## config.mk

```make
export PLATFORM = sky130hd
export DESIGN_NAME = der_bitstring_segment_joiner_flat
export DESIGN_NICKNAME = d
export VERILOG_FILES = /design/src/sv/dbsj_pkg.sv /design/src/sv/dbsj_if.sv /design/src/sv/dbsj_pack.sv /design/src/sv/der_bitstring_segment_joiner.sv /design/src/flat_wrapper.sv
export SDC_FILE = /design/constraint.sdc
export NUM_CORES = 1
export LEC_CHECK = 0
export ABC_CLOCK_PERIOD_IN_PS = 7000
export BUFFER_PORTS_ARGS = -buffer_cell sky130_fd_sc_hd__buf_4
export CORE_AREA = 2 2 117 119
export DETAILED_ROUTE_END_ITERATION = 16
export DIE_AREA = 0 0 119 121
export GPL_TIMING_DRIVEN = 0
export PLACE_DENSITY = 0.57
export SYNTH_ARGS = -nofsm -noshare
export SYNTH_HDL_FRONTEND = slang
export SYNTH_HIERARCHICAL = 1
export SYNTH_SLANG_ARGS = --single-unit
```

## constraint.sdc

```tcl
create_clock -name clock -period 7 [get_ports clock]
set_input_delay 0.7 -clock clock [delete_from_list [all_inputs] [get_ports clock]]
set_output_delay 0.7 -clock clock [all_outputs]
set_load 0.1 [all_outputs]
```

## src/sv/dbsj_pkg.sv

```systemverilog
// shared types and constants for the der bit string segment joiner
// no dependencies; every other file of the block depends on this package
`default_nettype none

package dbsj_pkg;

   localparam int BYTE_W      = 8;
   localparam int FILL_W      = 4;   // holds 0 to 8 packed bits
   localparam int UNUSED_W    = 3;
   localparam int RSP_DEPTH_D = 4;   // default result queue depth

   typedef struct packed {
      logic [BYTE_W-1:0] in_byte;
      logic              is_lead;
      logic              seg_end;
      logic              final_req;
   } item_type;

   typedef struct packed {
      logic [BYTE_W-1:0]   out_byte;
      logic                last;
      logic [UNUSED_W-1:0] unused_bits;
      logic                error;
   } result_type;

   typedef struct packed {
      logic [BYTE_W-1:0]   partial_byte;
      logic [FILL_W-1:0]   filled_bits;
      logic [UNUSED_W-1:0] segment_unused;
      logic                segment_open;
      logic                error_seen;
   } state_type;

endpackage

`default_nettype wire

```

## src/sv/dbsj_if.sv

```systemverilog
// valid/ready channel interfaces of the joiner: input items, results, configuration
// depends on dbsj_pkg for the field widths
`default_nettype none

interface dbsj_req_if;
   logic                       valid;
   logic                       ready;
   logic [dbsj_pkg::BYTE_W-1:0] in_byte;
   logic                       is_lead;
   logic                       seg_end;
   logic                       final_req;

   modport source (output valid, in_byte, is_lead, seg_end, final_req, input ready);
   modport sink   (input valid, in_byte, is_lead, seg_end, final_req, output ready);
endinterface

interface dbsj_rsp_if;
   logic                         valid;
   logic                         ready;
   logic [dbsj_pkg::BYTE_W-1:0]   out_byte;
   logic                         last;
   logic [dbsj_pkg::UNUSED_W-1:0] unused_bits;
   logic                         error;

   modport source (output valid, out_byte, last, unused_bits, error, input ready);
   modport sink   (input valid, out_byte, last, unused_bits, error, output ready);
endinterface

interface dbsj_csr_if;
   logic valid;
   logic ready;
   logic strict_mode;

   modport source (output valid, strict_mode, input ready);
   modport sink   (input valid, strict_mode, output ready);
endinterface

`default_nettype wire

```

## src/sv/dbsj_pack.sv

```systemverilog
// bit packer of the joiner: next stream state and up to two result bytes for one item
// depends on dbsj_pkg
`default_nettype none

module dbsj_pack (
   input  dbsj_pkg::state_type  st,
   input  dbsj_pkg::item_type   item,
   input  logic                 strict_mode,
   output dbsj_pkg::state_type  st_n,
   output logic [1:0]           res_count,
   output dbsj_pkg::result_type res0,
   output dbsj_pkg::result_type res1
);
   import dbsj_pkg::*;

   logic                  ends;
   logic                  err;
   logic [UNUSED_W-1:0]   su;
   logic [BYTE_W-1:0]     mask;
   logic [BYTE_W-1:0]     data;
   logic [2*BYTE_W-1:0]   acc;
   logic [FILL_W:0]       take;
   logic [FILL_W:0]       sum;
   result_type            fin;

   always_comb begin
      st_n      = st;
      res_count = 2'd0;
      res0      = '0;
      res1      = '0;
      err       = 1'b0;
      su        = '0;
      mask      = '1;
      data      = '0;
      acc       = '0;
      take      = '0;
      sum       = '0;
      fin       = '0;
      ends      = item.seg_end | item.final_req;

      if (item.is_lead) begin
         err = st.segment_open;
         if (item.in_byte[BYTE_W-1:UNUSED_W] != '0) begin
            err                 = 1'b1;
            st_n.segment_unused = '0;
         end else begin
            st_n.segment_unused = item.in_byte[UNUSED_W-1:0];
         end
         st_n.segment_open = 1'b1;
         if (ends) begin
            if (item.in_byte != '0) begin
               err = 1'b1;
            end
            st_n.segment_open = 1'b0;
         end
      end else begin
         // data with no open segment starts an implicit one with no unused bits and sets the error flag
         su  = st.segment_open ? st.segment_unused : '0;
         err = ~st.segment_open;
         if (ends && strict_mode && !item.final_req && su != '0) begin
            err = 1'b1;
         end
         mask = ends ? (BYTE_W'('1) << su) : '1;
         data = item.in_byte & mask;
         take = ends ? ((FILL_W+1)'(BYTE_W) - (FILL_W+1)'(su)) : (FILL_W+1)'(BYTE_W);
         acc  = {st.partial_byte, {BYTE_W{1'b0}}}
              | ({data, {BYTE_W{1'b0}}} >> st.filled_bits);
         sum  = (FILL_W+1)'(st.filled_bits) + take;
         if (sum <= (FILL_W+1)'(BYTE_W)) begin
            st_n.partial_byte = acc[2*BYTE_W-1:BYTE_W];
            st_n.filled_bits  = sum[FILL_W-1:0];
         end else begin
            res0.out_byte     = acc[2*BYTE_W-1:BYTE_W];
            res_count         = 2'd1;
            st_n.partial_byte = acc[BYTE_W-1:0];
            st_n.filled_bits  = FILL_W'(sum - (FILL_W+1)'(BYTE_W));
         end
         st_n.segment_unused = su;
         st_n.segment_open   = ~ends;
      end

      st_n.error_seen = st.error_seen | err;

      if (item.final_req) begin
         fin.last  = 1'b1;
         fin.error = st_n.error_seen;
         if (st_n.filled_bits != '0) begin
            fin.out_byte    = st_n.partial_byte;
            fin.unused_bits = UNUSED_W'(FILL_W'(BYTE_W) - st_n.filled_bits);
         end
         if (res_count == 2'd0) begin
            res0 = fin;
         end else begin
            res1 = fin;
         end
         res_count = res_count + 2'd1;
         // string done: next item opens a new one
         st_n = '0;
      end
   end

endmodule

`default_nettype wire

```

## src/sv/der_bitstring_segment_joiner.sv

```systemverilog
// top level of the der bit string segment joiner: input register, packer, result queue
// depends on dbsj_pkg, dbsj_if and dbsj_pack
`default_nettype none

// Joins the payloads of consecutive DER bit string segments into one packed byte
// stream, MSB first, dropping each segment's unused trailing bits. An item is one
// payload byte; is_lead marks a segment's unused-bit count, seg_end closes a segment
// and final_req closes the string, which then gives its last byte with the unused
// bit count and the sticky error flag (a single zero byte when nothing was packed).
// One item is taken per clock while the result queue has room: it is held in an input
// register and the packer writes zero, one or two result bytes into a result queue of
// RSP_DEPTH entries, whose head drives the rsp_ port. A result passes through the
// input register and then the result queue before it shows on the rsp_ port.
// The input register advances only while the queue has room for two results, so
// items that each produce two bytes are taken at the rate the result side drains,
// one byte per cycle. strict_mode may be written whenever the block is idle.
module der_bitstring_segment_joiner #(
   parameter int RSP_DEPTH = dbsj_pkg::RSP_DEPTH_D
) (
   input  logic       clock,
   input  logic       reset,
   dbsj_req_if.sink   req_bus,
   dbsj_rsp_if.source rsp_bus,
   dbsj_csr_if.sink   csr_bus
);
   import dbsj_pkg::*;

   localparam int PTR_W = (RSP_DEPTH > 1) ? $clog2(RSP_DEPTH) : 1;
   localparam int CNT_W = $clog2(RSP_DEPTH + 1);

   logic                  strict_ff;
   logic                  in_valid_ff;
   item_type              item_ff;
   state_type             st_ff;
   state_type             st_n;
   logic [1:0]            res_count;
   result_type            res0;
   result_type            res1;
   result_type            q_ff [RSP_DEPTH];
   logic [PTR_W-1:0]      wr_ptr_ff;
   logic [PTR_W-1:0]      wr_ptr_in;
   logic [PTR_W-1:0]      wr_nxt;
   logic [PTR_W-1:0]      rd_ptr_ff;
   logic [PTR_W-1:0]      rd_ptr_in;
   logic [CNT_W-1:0]      count_ff;
   logic [CNT_W-1:0]      count_in;
   logic                  room;
   logic                  advance;
   logic                  pop;
   logic [1:0]            push_n;
   item_type              req_item;
   result_type            head;

   function automatic logic [PTR_W-1:0] ptr_inc(input logic [PTR_W-1:0] p);
      logic [PTR_W-1:0] r;
      if (p == PTR_W'(RSP_DEPTH - 1)) begin
         r = '0;
      end else begin
         r = p + PTR_W'(1);
      end
      return r;
   endfunction

   dbsj_pack u_pack (
      .st          (st_ff),
      .item        (item_ff),
      .strict_mode (strict_ff),
      .st_n        (st_n),
      .res_count   (res_count),
      .res0        (res0),
      .res1        (res1)
   );

   assign req_item.in_byte   = req_bus.in_byte;
   assign req_item.is_lead   = req_bus.is_lead;
   assign req_item.seg_end   = req_bus.seg_end;
   assign req_item.final_req = req_bus.final_req;

   // room for two results whatever the result side does this cycle
   assign room          = count_ff <= CNT_W'(RSP_DEPTH - 2);
   assign advance       = in_valid_ff & room;
   assign req_bus.ready = ~in_valid_ff | room;
   assign csr_bus.ready = 1'b1;

   assign head                = q_ff[rd_ptr_ff];
   assign rsp_bus.valid       = count_ff != '0;
   assign rsp_bus.out_byte    = head.out_byte;
   assign rsp_bus.last        = head.last;
   assign rsp_bus.unused_bits = head.unused_bits;
   assign rsp_bus.error       = head.error;

   assign pop    = rsp_bus.valid & rsp_bus.ready;
   assign push_n = advance ? res_count : 2'd0;
   assign wr_nxt = ptr_inc(wr_ptr_ff);

   always_comb begin
      wr_ptr_in = wr_ptr_ff;
      if (push_n == 2'd1) begin
         wr_ptr_in = wr_nxt;
      end else if (push_n == 2'd2) begin
         wr_ptr_in = ptr_inc(wr_nxt);
      end
      rd_ptr_in = pop ? ptr_inc(rd_ptr_ff) : rd_ptr_ff;
      count_in  = count_ff + CNT_W'(push_n) - CNT_W'(pop);
   end

   always_ff @(posedge clock) begin
      if (reset) begin
         strict_ff   <= 1'b0;
         in_valid_ff <= 1'b0;
         st_ff       <= '0;
         wr_ptr_ff   <= '0;
         rd_ptr_ff   <= '0;
         count_ff    <= '0;
      end else begin
         if (csr_bus.valid) begin
            strict_ff <= csr_bus.strict_mode;
         end
         if (req_bus.valid && req_bus.ready) begin
            in_valid_ff <= 1'b1;
         end else if (advance) begin
            in_valid_ff <= 1'b0;
         end
         if (advance) begin
            st_ff <= st_n;
         end
         wr_ptr_ff <= wr_ptr_in;
         rd_ptr_ff <= rd_ptr_in;
         count_ff  <= count_in;
      end
   end

   always_ff @(posedge clock) begin
      if (req_bus.valid && req_bus.ready) begin
         item_ff <= req_item;
      end
      if (push_n != 2'd0) begin
         q_ff[wr_ptr_ff] <= res0;
      end
      if (push_n == 2'd2) begin
         q_ff[wr_nxt] <= res1;
      end
   end

endmodule

`default_nettype wire
```

## src/flat_wrapper.sv

```systemverilog
// flat-port wrapper written by rule: the top's interface ports become plain ports
module der_bitstring_segment_joiner_flat import dbsj_pkg::*;
#(
   parameter int RSP_DEPTH = dbsj_pkg::RSP_DEPTH_D
)
  (clock, reset, req_bus_valid, req_bus_in_byte, req_bus_is_lead, req_bus_seg_end, req_bus_final_req, req_bus_ready, rsp_bus_valid, rsp_bus_out_byte, rsp_bus_last, rsp_bus_unused_bits, rsp_bus_error, rsp_bus_ready, csr_bus_valid, csr_bus_strict_mode, csr_bus_ready);
  dbsj_req_if req_bus_i ();
  dbsj_rsp_if rsp_bus_i ();
  dbsj_csr_if csr_bus_i ();
  input  logic clock;
  input  logic reset;
  input wire logic [$bits(req_bus_i.valid)-1:0] req_bus_valid;
  input wire logic [$bits(req_bus_i.in_byte)-1:0] req_bus_in_byte;
  input wire logic [$bits(req_bus_i.is_lead)-1:0] req_bus_is_lead;
  input wire logic [$bits(req_bus_i.seg_end)-1:0] req_bus_seg_end;
  input wire logic [$bits(req_bus_i.final_req)-1:0] req_bus_final_req;
  output wire logic [$bits(req_bus_i.ready)-1:0] req_bus_ready;
  output wire logic [$bits(rsp_bus_i.valid)-1:0] rsp_bus_valid;
  output wire logic [$bits(rsp_bus_i.out_byte)-1:0] rsp_bus_out_byte;
  output wire logic [$bits(rsp_bus_i.last)-1:0] rsp_bus_last;
  output wire logic [$bits(rsp_bus_i.unused_bits)-1:0] rsp_bus_unused_bits;
  output wire logic [$bits(rsp_bus_i.error)-1:0] rsp_bus_error;
  input wire logic [$bits(rsp_bus_i.ready)-1:0] rsp_bus_ready;
  input wire logic [$bits(csr_bus_i.valid)-1:0] csr_bus_valid;
  input wire logic [$bits(csr_bus_i.strict_mode)-1:0] csr_bus_strict_mode;
  output wire logic [$bits(csr_bus_i.ready)-1:0] csr_bus_ready;
  assign req_bus_i.valid = req_bus_valid;
  assign req_bus_i.in_byte = req_bus_in_byte;
  assign req_bus_i.is_lead = req_bus_is_lead;
  assign req_bus_i.seg_end = req_bus_seg_end;
  assign req_bus_i.final_req = req_bus_final_req;
  assign req_bus_ready = req_bus_i.ready;
  assign rsp_bus_valid = rsp_bus_i.valid;
  assign rsp_bus_out_byte = rsp_bus_i.out_byte;
  assign rsp_bus_last = rsp_bus_i.last;
  assign rsp_bus_unused_bits = rsp_bus_i.unused_bits;
  assign rsp_bus_error = rsp_bus_i.error;
  assign rsp_bus_i.ready = rsp_bus_ready;
  assign csr_bus_i.valid = csr_bus_valid;
  assign csr_bus_i.strict_mode = csr_bus_strict_mode;
  assign csr_bus_ready = csr_bus_i.ready;
  der_bitstring_segment_joiner #(.RSP_DEPTH(RSP_DEPTH)) u_core (.clock(clock), .reset(reset), .req_bus(req_bus_i), .rsp_bus(rsp_bus_i), .csr_bus(csr_bus_i));
endmodule
```

# --- After elaboration in Yosys (flattened, before gate mapping) ---
# Memories as Yosys holds them, arrays and structs flattened. A register that Yosys moved wholly into a read port is not among the register bits.
# Cells that the tools add are included.
totals:
  register_bits: 37
  latchBits: 0
  ram_bits: 52
  rom_bits: 0
  input_bits: 17
  output_inout_bits: 16
  elab_cells: 97
  n_memories: 1
op_classes:
  n_addsub: 10
  n_mul: 0
  n_div: 0
  order_cmp: 2
  eq_ne: 5
  n_shift: 2
  n_mux: 39
  n_bitwise: 10
  n_reduce_logical: 14
memory_table:
  columns: ["name", "words", "width", "read_ports", "rd_ports_with_merged_regs", "write_ports", "line_no", "rtl"]
  rows:
  - ["u_core.q_ff", 4, 13, 1, 1, 2, "der_bitstring_segment_joiner.sv:39", "result_type q_ff [RSP_DEPTH];"]
op_table:
  columns: ["operator", "count"]
  rows:
  - ["$mux 13", 4]
  - ["$mux 8", 4]
  - ["$mux 12", 2]
  - ["$mux 2", 9]
  - ["$mux 17", 1]
  - ["$or 16x16->16", 1]
  - ["$shr 16x4->16", 1]
  - ["$mux 1", 14]
  - ["$mux 3", 3]
  - ["$add 2x1->2 const B", 4]
  - ["$and 8x8->8", 1]
  - ["$eq 2x2->1 const B", 4]
  - ["$reduce_bool 8->1", 1]
  - ["$shl 8x3->8 const A", 1]
  - ["$reduce_bool 2->1", 3]
  - ["$reduce_bool 3->1", 2]
  - ["$add 4x5->5", 1]
  - ["$le 5x4->1 const B", 1]
  - ["$mux 5", 1]
  - ["$reduce_bool 5->1", 1]
  - ["$sub 4x3->5 const A", 1]
  - ["$logic_and 1x1->1", 4]
  - ["$mux 4", 1]
  - ["$reduce_bool 4->1", 1]
  - ["11 further kinds", 16]

# --- Longest topological paths before layout ---
# Gate-level depths: netlist (run 1).
logic_depth:
  word_depth: 13
  depth_mapped: 23

# --- By module ---
# Netlist (run 1), hierarchy kept.
by_module_without_submodules:
  columns: ["mod", "instances", "cells_per_inst", "area_each_um2"]
  rows:
  - ["der_bitstring_segment_joiner", 1, 290, 4159.0]
  - ["dbsj_pack", 1, 258, 1616.6]

# --- Worst setup path before layout (run 1) ---
# Ideal clock, no wire load.
synth_path:
  kind: "register -> register"
  start: "register u_core/item_ff[0] (netlist name)"
  end: "memory u_core/q_ff[0][0] (netlist name), enable pin"
  arrival_ns: 4.389
  required_ns: 6.599
  setup_slack_ns: 2.210
  path_stages_with_launch: 21
  path_buffers: 4
  period_less_slack_ns: 4.790
  cell_sequence: "edfxtp_1 -> buf_2 -> or2_0 -> buf_6 -> inv_2 -> nor2_1 -> ha_1 -> inv_1 -> fa_1 -> nor2b_1 -> a22oi_1 -> a311o_1 -> nand2_4 -> inv_2 -> buf_6 -> ha_1 -> buf_4 -> and3_1 -> inv_1 -> ha_1 -> o21ai_0"
synth_rtl:
  columns: ["element", "line_no", "rtl"]
  rows:
  - ["start: declaration", "der_bitstring_segment_joiner.sv:33", "item_type item_ff;"]
  - ["start signal: assignment", "der_bitstring_segment_joiner.sv:135", "item_ff <= req_item;"]
  - ["end: declaration", "der_bitstring_segment_joiner.sv:39", null]

==> flow_metrics.env, run 1 <==
export IMPL_status="finished clean"
export IMPL_detailedPlacementHpwl_um=11030
export IMPL_clock_tree_root_cell="sky130_fd_sc_hd__clkbuf_16"
export IMPL_report_final_slew_viol_count=0
export IMPL_synth_enable_flop_cells=63
export IMPL_grt_setup_unrepaired="no"
export IMPL_num_vias=4469
export IMPL_clock_latency_ns=0.35
export IMPL_hold_class="reg -> reg"
export IMPL_area_growth_pct=12.98
export IMPL_grt_met3_usage=0.02773
export IMPL_synth_largest_area_cell="sky130_fd_sc_hd__edfxtp_1"
export IMPL_die_h_um=121
export IMPL_hold_buffers=0
export IMPL_antenna_violating_nets_post_route=0
export IMPL_worst_slew_margin_relative_to_its_limit=0.4007
export IMPL_dominant_register_cell_in_the_synthesized_netlist="sky130_fd_sc_hd__edfxtp_1"
export IMPL_yosys_register_bits=91
export IMPL_worstPathMaxFanout=10
export IMPL_timing_worst_setup_path_type="reg -> reg"
export IMPL_postSynthNetCount=590
export IMPL_global_route_usage_total=0.2182
export IMPL_leakagePower_nw=2.504
export IMPL_post_cts_resized=0
export IMPL_synth_area_leaders="sky130_fd_sc_hd__edfxtp_1 (33%), sky130_fd_sc_hd__mux2_2 (10%), sky130_fd_sc_hd__dfxtp_1 (9.7%)"
export IMPL_max_vdd_ir_drop_v=0.0001607
export IMPL_die_width_um=119
export IMPL_synth_area_mm2=0.005776
export IMPL_finalClockSkew_ns=0.01231
export IMPL_pre_cts_slack_ns=1.668
export IMPL_antenna_found_initial=0
export IMPL_routed_via_density=5.796
export IMPL_maximum_number_of_pins_on_one_net_before_global_route_repair=15
export IMPL_final_layout_size_suffix_gt1_frac=0.2471
export IMPL_initial_utilization=0.4414
export IMPL_clock_fmax_mhz=185.5
export IMPL_setup_worst_path_end_class="flop"
export IMPL_max_slew_worst_pin_slew_ns=0.8989
export IMPL_met2_usage=0.3639
export IMPL_drtPass1Iterations=5
export IMPL_grt_overflow_total=0
export IMPL_finalWeightedCongestion=0.9118
export IMPL_synth_warning_count=6
export IMPL_post_synth_top_area_fraction=0.3276
export IMPL_p_int_mw=1.053
export IMPL_routed_wl_um=14940
export IMPL_period_needed_ns=5.390
export IMPL_final_hold_violating_endpoints=0
export IMPL_groute_layer_met1_usage=0.2787
export IMPL_post_synth_inst_count=548
export IMPL_power_sequential_fraction=0.380
export IMPL_setup_tns_final_ns=0
export IMPL_setup_worst_path_start_class="flop"
export IMPL_h_tree_depth=3
export IMPL_power_share_switching=0.3765
export IMPL_antenna_diode_count=0
export IMPL_portBuffers=30
export IMPL_final_seq_area_mm2=0.002452
export IMPL_grt_busiest_layer="met2"
export IMPL_cts_tree="done"
export IMPL_floorplan_die_area_mm2=0.01440
export IMPL_placement_rows=42
export IMPL_footprint_of_the_multi_input_gates_mm2=0.003013
export IMPL_detail_route_drc_violations=0
export IMPL_power_share_clock=0.283
export IMPL_netlist_cell_type_count=70
export IMPL_drv_cap=0
export IMPL_cts_buffer_depth=2
export IMPL_setup_slack_ns=1.610
export IMPL_worst_endpoint_arrival_ns=5.44
export IMPL_syn_mean_instance_area_um2=10.54
export IMPL_clkTransAtPathRegs_ns=0.06
export IMPL_cts_num_sinks=91
export IMPL_finalSetupViolations=0
export IMPL_coreArea_mm2=0.01309
export IMPL_cts_made_buffers=9
export IMPL_switching_power_mw=0.6361
export IMPL_io_pins=33
export IMPL_synth_async_sr_flop_share=0
export IMPL_first_global_vias=4466
export IMPL_final_util=0.4987
export IMPL_ys_seq_area_frac=0.4246
export IMPL_final_period_utilization=0.7699
export IMPL_post_cts_repair_setup_buffers=0
export IMPL_power_density_of_the_placed_cells_mw_per_mm2=258.9
export IMPL_critPathRequiredTime_ns=7.05
export IMPL_fin_nets=632
export IMPL_comb_power_share=0.336
export IMPL_n_fill_cell=1228
export IMPL_routed_wire_length_per_instance_um=19.37
export IMPL_grt_first_pass_wirelength_um=24070
export IMPL_initialDrtViolationCount=443
==> final timing paths <==
check                               start                      endpoint  slack (ns)  cells past startpoint
min          u_core/st_ff[2]$_SDFFE_PP0N_  u_core/st_ff[2]$_SDFFE_PP0N_        0.49                      2
max           u_core/item_ff[0]$_DFFE_PP_  u_core/q_ff[0][10]$_DFFE_PP_        1.61                     22
min reg2reg  u_core/st_ff[2]$_SDFFE_PP0N_  u_core/st_ff[2]$_SDFFE_PP0N_        0.49                      2
max reg2reg   u_core/item_ff[0]$_DFFE_PP_  u_core/q_ff[0][10]$_DFFE_PP_        1.61                     22
==> cells by family (layout without fill, tap and decap cells) <==
| kind of cell | after synthesis | count (layout) | share of synthesized area |
|---|---|---|---|
| other | 1 | 1 | 0.0006493 |
| AO/OA/AOI/OAI | 142 | 142 | 0.1633 |
| multiplexers | 73 | 73 | 0.1675 |
| flip-flops | 91 | 91 | 0.4246 |
| AND/OR/NAND/NOR | 140 | 140 | 0.1194 |
| buffers and inverters | 68 | 115 | 0.05567 |
| XOR/XNOR | 8 | 8 | 0.01213 |
| adder cells (fa/ha/maj) | 25 | 25 | 0.05676 |
==> routing by layer <==
| metal | wire length [um] | vias to the layer above |
|---|---|---|
| met1 | 6528 | 2148 |
| met2 | 7180 | 159 |
| met3 | 654 | 35 |
| li1 | - | 2127 |
| met5 | 0 | - |
| met4 | 572 | 0 |
==> layout by cell type (no fill, tap or decap), drive strengths merged, types with 31 or more instances in the layout <==
cell     n
edfxtp  63
mux2    53
buf     50
inv     32
clkbuf  31
a21oi   48
nor2    33
o21ai   33
==> Yosys cell counts (2+ instances only) <==
cell type / number
sky130_fd_sc_hd__a22oi_1: 8
sky130_fd_sc_hd__buf_2: 10
sky130_fd_sc_hd__and3_1: 8
sky130_fd_sc_hd__o2111ai_1: 2
sky130_fd_sc_hd__nand3_1: 28
sky130_fd_sc_hd__o21ai_0: 32
sky130_fd_sc_hd__buf_4: 4
sky130_fd_sc_hd__buf_6: 5
sky130_fd_sc_hd__a21oi_1: 46
sky130_fd_sc_hd__a31oi_1: 6
sky130_fd_sc_hd__o211a_1: 3
sky130_fd_sc_hd__nor2_1: 33
sky130_fd_sc_hd__xnor2_1: 4
sky130_fd_sc_hd__a21o_1: 3
sky130_fd_sc_hd__xor2_1: 4
sky130_fd_sc_hd__mux4_1: 2
sky130_fd_sc_hd__edfxtp_1: 63
sky130_fd_sc_hd__nor2b_1: 11
sky130_fd_sc_hd__dfxtp_1: 28
sky130_fd_sc_hd__o22ai_1: 3
sky130_fd_sc_hd__clkbuf_1: 17
sky130_fd_sc_hd__mux2i_1: 7
sky130_fd_sc_hd__nand2b_1: 3
sky130_fd_sc_hd__nor3_1: 14
sky130_fd_sc_hd__fa_1: 2
sky130_fd_sc_hd__ha_1: 23
sky130_fd_sc_hd__mux2_2: 53
sky130_fd_sc_hd__o31ai_1: 2
sky130_fd_sc_hd__a32oi_1: 3
sky130_fd_sc_hd__a221oi_1: 2
sky130_fd_sc_hd__o211ai_1: 2
sky130_fd_sc_hd__nand2_1: 27
sky130_fd_sc_hd__mux4_2: 11
sky130_fd_sc_hd__inv_1: 28
sky130_fd_sc_hd__inv_2: 2
sky130_fd_sc_hd__a211oi_1: 7
sky130_fd_sc_hd__and2_1: 5
sky130_fd_sc_hd__o221ai_1: 2
sky130_fd_sc_hd__or3_1: 2
sky130_fd_sc_hd__o21a_1: 3
==> area by class of cell <==
type,instances,share of cell area
clock buffer,13,0.04065
inverter,31,0.01783
sequential,91,0.3758
buffer,37,0.03145
multi-input combinational,389,0.4617
tap,176,0.03375
timing repair buffer,31,0.03567
clock inverter,3,0.003068
==> critical path, stage by stage, from the launching register on <==
cell	delay, ns
sky130_fd_sc_hd__edfxtp_1	0.46
sky130_fd_sc_hd__buf_2	0.22
sky130_fd_sc_hd__or2_0	0.22
sky130_fd_sc_hd__buf_6	0.14
sky130_fd_sc_hd__inv_2	0.09
sky130_fd_sc_hd__nor2_1	0.05
sky130_fd_sc_hd__ha_1	0.19
sky130_fd_sc_hd__inv_1	0.07
sky130_fd_sc_hd__fa_1	0.44
sky130_fd_sc_hd__nor2b_1	0.18
sky130_fd_sc_hd__a22oi_1	0.23
sky130_fd_sc_hd__a311o_1	0.40
sky130_fd_sc_hd__nand2_4	0.14
sky130_fd_sc_hd__inv_2	0.12
sky130_fd_sc_hd__buf_6	0.16
sky130_fd_sc_hd__ha_1	0.30
sky130_fd_sc_hd__buf_4	0.15
sky130_fd_sc_hd__and3_1	0.16
sky130_fd_sc_hd__ha_1	0.22
sky130_fd_sc_hd__nand2_1	0.19
sky130_fd_sc_hd__buf_2	0.28
sky130_fd_sc_hd__o21ai_1	0.36
sky130_fd_sc_hd__buf_4	0.30
==> metrics by stage <==
step           power, mW  cell area, um^2  hold slack [ns]  instances
3_3_place_gp       1.216             6221           0.4643        754
4_1_cts            1.702             6525           0.4871        771
5_1_grt            1.762             6525           0.5096        771
6_report           1.689             6525           0.4881        771
2_1_floorplan      1.100             5776           0.4504        548
3_5_place_dp       1.223             6240           0.4763        755
==> power groups by stage <==
stage / Combinational [mW] / Clock, mW / Sequential (mW)
final: 0.568 / 0.479 / 0.642
after detailed placement: 0.569 / 0 / 0.654
after floorplan: 0.455 / 0 / 0.645
after CTS: 0.571 / 0.489 / 0.642
after global routing: 0.607 / 0.509 / 0.646
after global placement: 0.563 / 0 / 0.654
==> sequential cells by signal, indices dropped and copies added, names as in the netlist, named ones only <==
signal / count
u_core/item_ff: 11
u_core/wr_ptr_ff: 2
u_core/q_ff: 52
u_core/rd_ptr_ff: 2
u_core/strict_ff: 1
u_core/in_valid_ff: 1
u_core/st_ff: 17
u_core/count_ff: 3
Note: power is estimated with default switching activity, not from simulation.
==> inputs of run 2 (changes only) <==
ABC_AREA = 1   (was default)
ABC_CLOCK_PERIOD_IN_PS = 5500   (was 7000)
CORE_AREA = 2 2 119 121   (was 2 2 117 119)
DIE_AREA = 0 0 121 123   (was 0 0 119 121)
clock period = 5.5 ns   (was 7 ns; I/O delays follow)
==> flow_metrics.env, run 2 <==
export IMPL_hold_buffers=0
export IMPL_yosys_area_share_simple=0.2763
export IMPL_report_final_slew_viol_count=0
export IMPL_most_instantiated_library_cell_after_synthesis="sky130_fd_sc_hd__nand2_1"
export IMPL_drv_cap=0
export IMPL_ys_seq_area_frac=0.4071
export IMPL_timing_critical_path_buf_inv=8
export IMPL_hold_class="in -> reg"
export IMPL_detailedPlacementHpwl_um=12020
export IMPL_routed_via_density=5.163
export IMPL_drtPass1Iterations=5
export IMPL_synth_area_leaders="sky130_fd_sc_hd__edfxtp_1 (31%), sky130_fd_sc_hd__nand2_1 (11%), sky130_fd_sc_hd__dfxtp_1 (9.3%)"
export IMPL_critPathMostFrequentCell="sky130_fd_sc_hd__ha_1"
export IMPL_fin_nets=879
export IMPL_routed_wl_um=15600
export IMPL_delay_of_the_slowest_cell_on_the_worst_path_ns=0.44
export IMPL_post_cts_repair_setup_buffers=0
export IMPL_grt_overflow_total=0
export IMPL_grt_first_pass_wirelength_um=25760
export IMPL_post_synth_inst_count=791
export IMPL_h_tree_depth=3
export IMPL_timing_worst_setup_path_type="reg -> reg"
export IMPL_area_growth_pct=12.69
export IMPL_antenna_found_initial=0
export IMPL_setup_worst_path_start_class="flop"
export IMPL_portBuffers=31
export IMPL_first_global_vias=5170
export IMPL_synth_compound_gate_area_share=0.1452
export IMPL_final_hold_violating_endpoints=0
export IMPL_dominant_register_cell_in_the_synthesized_netlist="sky130_fd_sc_hd__edfxtp_1"
export IMPL_xor_and_xnor_fraction_of_the_mapped_netlist_area=0.004362
export IMPL_postSynthNetCount=833
export IMPL_antenna_violating_nets_post_route=0
export IMPL_clock_tree_root_cell="sky130_fd_sc_hd__clkbuf_16"
export IMPL_period_needed_ns=4.587
export IMPL_initialDrtViolationCount=357
export IMPL_cts_num_sinks=91
export IMPL_leakagePower_nw=2.890
export IMPL_detail_route_drc_violations=0
export IMPL_yosys_area_share_adder=0.05442
export IMPL_setup_worst_path_end_class="flop"
export IMPL_timing_critical_path_cells="nand2_1 > ha_1 > inv_1 > ha_1 > inv_1 > nor2_1 > ha_1 > a21oi_1 > nand2_1 > nand2_1 > nand3_2 > nand2_2 > nand2_4 > inv_4 > buf_6 > ha_1 > buf_4 > nand2_1 > inv_1 > ha_1 > nand2_2 > buf_6 > o21ai_1 > buf_4"
export IMPL_final_cell_mix="sky130_fd_sc_hd__nand2_1 (174), sky130_fd_sc_hd__nor2_1 (97), sky130_fd_sc_hd__inv_1 (91)"
export IMPL_synth_async_sr_flop_share=0
export IMPL_yosys_mux_area_fraction=0
export IMPL_finalWeightedCongestion=0.9882
export IMPL_floorplan_die_area_mm2=0.01488
export IMPL_cts_buffer_depth=2
export IMPL_syn_mean_instance_area_um2=7.615
export IMPL_yosys_register_bits=91
export IMPL_status="finished clean"
export IMPL_synth_warning_count=6
export IMPL_cts_tree="done"
export IMPL_netlist_cell_type_count=45
export IMPL_final_period_utilization=0.8340
export IMPL_clkTransAtPathRegs_ns=0.07
export IMPL_io_pins=33
export IMPL_synth_area_mm2=0.006023
export IMPL_synth_largest_area_cell="sky130_fd_sc_hd__edfxtp_1"
export IMPL_num_vias=5277
export IMPL_final_common_cell="sky130_fd_sc_hd__nand2_1"
export IMPL_synthTopCellsByCount="sky130_fd_sc_hd__nand2_1 (174), sky130_fd_sc_hd__nor2_1 (97), sky130_fd_sc_hd__inv_1 (91), sky130_fd_sc_hd__o21ai_0 (83), sky130_fd_sc_hd__nand3_1 (67)"
export IMPL_worst_slew_margin_relative_to_its_limit=0.2236
export IMPL_setup_tns_final_ns=0
export IMPL_worst_endpoint_arrival_ns=4.64
export IMPL_finalSetupViolations=0
export IMPL_reg_largest_list="u_core/q_ff x52, u_core/st_ff x17, u_core/item_ff x11"
export IMPL_worstPathMaxFanout=10
export IMPL_placement_rows=43
export IMPL_top_register="u_core/q_ff"
export IMPL_antenna_diode_count=0
export IMPL_n_fill_cell=1322
export IMPL_global_route_usage_total=0.2217
export IMPL_clock_fmax_mhz=218.0
export IMPL_critical_path_slowest_cell="sky130_fd_sc_hd__dfxtp_1"
export IMPL_power_density_of_the_placed_cells_mw_per_mm2=467.7
export IMPL_max_vdd_ir_drop_v=0.0001766
export IMPL_synth_top_family_by_area="simple AND/OR/NAND/NOR gates"
export IMPL_largest_reg_flops=52
export IMPL_cpLargestDelayFamily="adder cells"
export IMPL_routed_wire_length_per_instance_um=15.26
export IMPL_coreArea_mm2=0.01361
export IMPL_grt_setup_unrepaired="no"
export IMPL_critPathRequiredTime_ns=5.55
export IMPL_total_power_mw=3.174
export IMPL_synth_enable_flop_cells=63
export IMPL_post_cts_resized=0
export IMPL_clock_latency_ns=0.35
export IMPL_maximum_number_of_pins_on_one_net_before_global_route_repair=15
export IMPL_max_slew_worst_pin_slew_ns=1.165
export IMPL_die_h_um=123
export IMPL_initial_utilization=0.4425
export IMPL_final_layout_size_suffix_gt1_frac=0.1390
export IMPL_post_synth_top_area_fraction=0.3141
export IMPL_die_width_um=121
export IMPL_cts_made_buffers=9
export IMPL_finalClockSkew_ns=0.008423
-- run 2: cell types whose count changed in the layout (fill, tap and decap cells not counted), moves of 12 or more --
| cell | delta |
|---|---|
| sky130_fd_sc_hd__a21oi_1 | -14 |
| sky130_fd_sc_hd__nand4_1 | +12 |
| sky130_fd_sc_hd__nand3_1 | +39 |
| sky130_fd_sc_hd__inv_1 | +63 |
| sky130_fd_sc_hd__o21ai_1 | +15 |
| sky130_fd_sc_hd__mux2_2 | -53 |
| sky130_fd_sc_hd__nand2_1 | +147 |
| sky130_fd_sc_hd__nor3_1 | -12 |
| sky130_fd_sc_hd__buf_6 | +12 |
| sky130_fd_sc_hd__o21ai_0 | +51 |
| sky130_fd_sc_hd__nor2_1 | +64 |
-- run 2: report_power, final --
group,switching [mW],internal [mW]
Clock,0.260,0.316
Combinational,1.21,0.476
Sequential,0.0587,0.857
-- run 2: cells by family after synthesis --
logic type	count (synthesis)
AO/OA/AOI/OAI	158
XOR/XNOR	3
adder cells (fa/ha/maj)	25
buffers and inverters	136
flip-flops	91
other	1
AND/OR/NAND/NOR	377
-- run 2: area by class of cell --
type                            count  area (um^2)  area share
Clock inverter                      5        26.28    0.003871
Timing Repair Buffer               35        270.3     0.03982
Buffer                             40        299.0     0.04406
Multi-Input combinational cell    564         2897      0.4267
Inverter                           96        375.4     0.05530
Tap cell                          180        225.2     0.03318
Clock buffer                       11        242.7     0.03576
Sequential cell                    91         2452      0.3613
-- run 2: final timing paths --
kind / depth (start not counted) / from / slack (ns) / to
min reg2reg: 2 / u_core/st_ff[2]$_SDFFE_PP0N_ / 0.49 / u_core/st_ff[2]$_SDFFE_PP0N_
max: 24 / u_core/st_ff[1]$_SDFFE_PP0N_ / 0.91 / u_core/q_ff[3][11]$_DFFE_PP_
max reg2reg: 24 / u_core/st_ff[1]$_SDFFE_PP0N_ / 0.91 / u_core/q_ff[3][11]$_DFFE_PP_
min: 1 / req_bus_in_byte[3] / 0.37 / u_core/item_ff[6]$_DFFE_PP_
-- run 2: metal layers --
layer  share of wire  vias to the layer above  wire (um)  global-route usage
li1                -                     2707          -                   -
met5               0                        -          0                   0
met1            0.46                     2411       7231              0.2850
met2            0.47                      128       7341              0.3739
met4           0.031                        0        486              0.1025
met3           0.034                       31        536             0.02675
-- run 2: through the flow --
| stage | instances | setup WS [ns] | area, um^2 | hold slack, ns | util |
|---|---|---|---|---|---|
| floorplan | 791 | 1.358 | 6023 | 0.4514 | - |
| global placement | 1002 | 0.2904 | 6481 | 0.4665 | 0.4761 |
| detailed placement | 1006 | 1.010 | 6519 | 0.4768 | 0.4789 |
| CTS | 1022 | 0.9800 | 6788 | 0.3575 | 0.4987 |
| global route | 1022 | 0.5944 | 6788 | 0.3597 | 0.4987 |
| finish | 1022 | 0.9128 | 6788 | 0.3715 | 0.4987 |
==> inputs of run 3 (changes only) <==
ABC_CLOCK_PERIOD_IN_PS = 4500   (was 5500)
clock period = 4.5 ns   (was 5.5 ns; I/O delays follow)
==> flow_metrics.env, run 3 (synthesis results as in run 2) <==
export IMPL_final_common_cell="sky130_fd_sc_hd__nand2_1"
export IMPL_antenna_violating_nets_post_route=0
export IMPL_clock_fmax_mhz=238.7
export IMPL_largest_reg_flops=52
export IMPL_delay_of_the_slowest_cell_on_the_worst_path_ns=0.41
export IMPL_detailroute_wirelength_met2_um=7425
export IMPL_power_density_of_the_placed_cells_mw_per_mm2=570.7
export IMPL_floorplan_die_area_mm2=0.01488
export IMPL_initial_utilization=0.4425
export IMPL_critical_path_slowest_cell="sky130_fd_sc_hd__fa_1"
export IMPL_antenna_found_initial=0
export IMPL_final_period_utilization=0.9310
export IMPL_post_cts_repair_setup_buffers=0
export IMPL_coreArea_mm2=0.01361
export IMPL_final_seq_area_mm2=0.002454
export IMPL_drtPass1Iterations=5
export IMPL_die_width_um=121
export IMPL_timing_rr_start="u_core/item_ff[0]$_DFFE_PP_"
export IMPL_dr_max_layer_used="met4"
export IMPL_max_slew_worst_pin_slew_ns=1.169
export IMPL_clock_latency_ns=0.35
export IMPL_worst_hold_margin_ns=0.2708
export IMPL_max_vdd_ir_drop_v=0.0002155
export IMPL_leakagePower_nw=2.900
export IMPL_cts_num_sinks=91
export IMPL_fin_nets=879
export IMPL_detailedPlacementHpwl_um=12020
export IMPL_setup_worst_path_end_class="flop"
export IMPL_grt_first_pass_wirelength_um=25790
export IMPL_routed_via_density=5.207
export IMPL_routed_wl_um=15620
export IMPL_num_vias=5322
export IMPL_place_inst=1006
export IMPL_finalSetupViolations=0
export IMPL_final_cell_mix="sky130_fd_sc_hd__nand2_1 (173), sky130_fd_sc_hd__nor2_1 (97), sky130_fd_sc_hd__inv_1 (91)"
export IMPL_finalClockSkew_ns=0.007729
export IMPL_first_global_vias=5186
export IMPL_grt_setup_unrepaired="no"
export IMPL_worstPathMaxFanout=10
export IMPL_top_register="u_core/q_ff"
export IMPL_final_hold_violating_endpoints=0
export IMPL_timing_reg2reg_setup_slack_ns=0.31
export IMPL_critPathLaunch="u_core/item_ff[0]$_DFFE_PP_"
export IMPL_portBuffers=31
export IMPL_routed_wl_met3_um=577
export IMPL_routed_wire_length_per_instance_um=15.28
export IMPL_grt_overflow_total=0
export IMPL_critPathRequiredTime_ns=4.56
export IMPL_worst_endpoint_arrival_ns=4.25
export IMPL_reg_largest_list="u_core/q_ff x52, u_core/st_ff x17, u_core/item_ff x11"
export IMPL_reg2reg_to="u_core/q_ff[1][8]$_DFFE_PP_"
export IMPL_pre_cts_slack_ns=0.01039
export IMPL_h_tree_depth=3
export IMPL_maximum_number_of_pins_on_one_net_before_global_route_repair=15
export IMPL_global_route_usage_total=0.2216
export IMPL_detail_route_drc_violations=0
export IMPL_initialDrtViolationCount=389
export IMPL_cp_endpoint="u_core/q_ff[1][8]$_DFFE_PP_"
export IMPL_final_layout_size_suffix_gt1_frac=0.1473
export IMPL_final_util=0.5008
export IMPL_cts_buffer_depth=2
export IMPL_worst_slew_margin_relative_to_its_limit=0.2205
export IMPL_n_fill_cell=1328
export IMPL_setup_slack_ns=0.3104
export IMPL_antenna_diode_count=0
export IMPL_report_final_slew_viol_count=0
export IMPL_period_needed_ns=4.190
export IMPL_clkTransAtPathRegs_ns=0.07
export IMPL_finalNonFillerCells=1022
export IMPL_cts_tree="done"
export IMPL_io_pins=33
export IMPL_cts_made_buffers=9
export IMPL_status="finished clean"
export IMPL_finalWeightedCongestion=0.9882
export IMPL_setup_worst_path_start_class="flop"
export IMPL_met1_length_um=7139
export IMPL_die_h_um=123
export IMPL_drv_cap=0
export IMPL_setup_tns_final_ns=0
export IMPL_timing_worst_setup_path_type="reg -> reg"
export IMPL_clock_tree_root_cell="sky130_fd_sc_hd__clkbuf_16"
export IMPL_critPathMostFrequentCell="sky130_fd_sc_hd__buf_6"
export IMPL_area_growth_pct=13.17
export IMPL_placement_rows=43
export IMPL_timing_critical_path_cells="buf_6 > inv_6 > nand2_4 > inv_1 > nor2_1 > ha_1 > inv_1 > fa_1 > xor2_1 > nand3_1 > nand3_2 > nand2_2 > nand2_4 > inv_4 > buf_6 > ha_1 > buf_4 > nand2_1 > inv_1 > ha_2 > nand2_2 > buf_6 > o21ai_2 > buf_6"
export IMPL_footprint_of_the_multi_input_gates_mm2=0.002917
export IMPL_ff2ff_path_depth=24
export IMPL_hold_class="in -> reg"
run 3: cell counts in the layout (fill, tap and decap cells not counted):
Identical to the previous run, type by type.
run 3: metrics by stage:
step | area [um^2] | total power, mW
final | 6817 | 3.890
after global routing | 6817 | 4.151
after CTS | 6795 | 3.898
after detailed placement | 6519 | 3.189
after global placement | 6481 | 3.151
after floorplan | 6023 | 2.725
run 3: timing repair:
item,in CTS,in global routing
gates resized for setup,2,7
hold buffers,0,0
setup endpoints to repair,16,49
run 3: where the power goes:
part           total (mW)  internal, mW  switching (mW)
combinational        2.07         0.584            1.48
sequential           1.12          1.05          0.0718
clock               0.705         0.386           0.319
run 3: worst min-delay path by stage:
stage,to,start,cells past startpoint
2_1_floorplan,u_core/st_ff[2]$_SDFFE_PP0N_,u_core/st_ff[2]$_SDFFE_PP0N_,2
3_5_place_dp,u_core/st_ff[2]$_SDFFE_PP0N_,u_core/st_ff[2]$_SDFFE_PP0N_,2
3_3_place_gp,u_core/st_ff[9]$_SDFFE_PP0N_,u_core/st_ff[9]$_SDFFE_PP0N_,2
5_1_grt,u_core/item_ff[10]$_DFFE_PP_,req_bus_in_byte[7],1
4_1_cts,u_core/item_ff[6]$_DFFE_PP_,req_bus_in_byte[3],1
6_report,u_core/item_ff[6]$_DFFE_PP_,req_bus_in_byte[3],1
run 3: worst max-delay path, delay by kind of cell (launching register included):
family / cells / cell delay (ns)
AO/OA/AOI/OAI: 1 / 0.14
XOR/XNOR: 1 / 0.18
adder cells (fa/ha/maj): 4 / 0.99
buffers and inverters: 10 / 1.27
flip-flops: 1 / 0.40
AND/OR/NAND/NOR: 8 / 0.92
run 3: cell type report:
class	instances	share of cell area
multi-input cells	564	0.4279
flip-flops and latches	91	0.3599
inverters	96	0.05507
plain buffers	40	0.04387
repair buffers	35	0.04075
clock buffers	11	0.03561
well taps	180	0.03304
clock inverters	5	0.003855
run 3: metal layers:
layer  global-route usage  up-vias
li1                     -     2712
met1               0.2830     2443
met2               0.3771      138
met3              0.02675       29
met4               0.1003        0
met5                    0        -
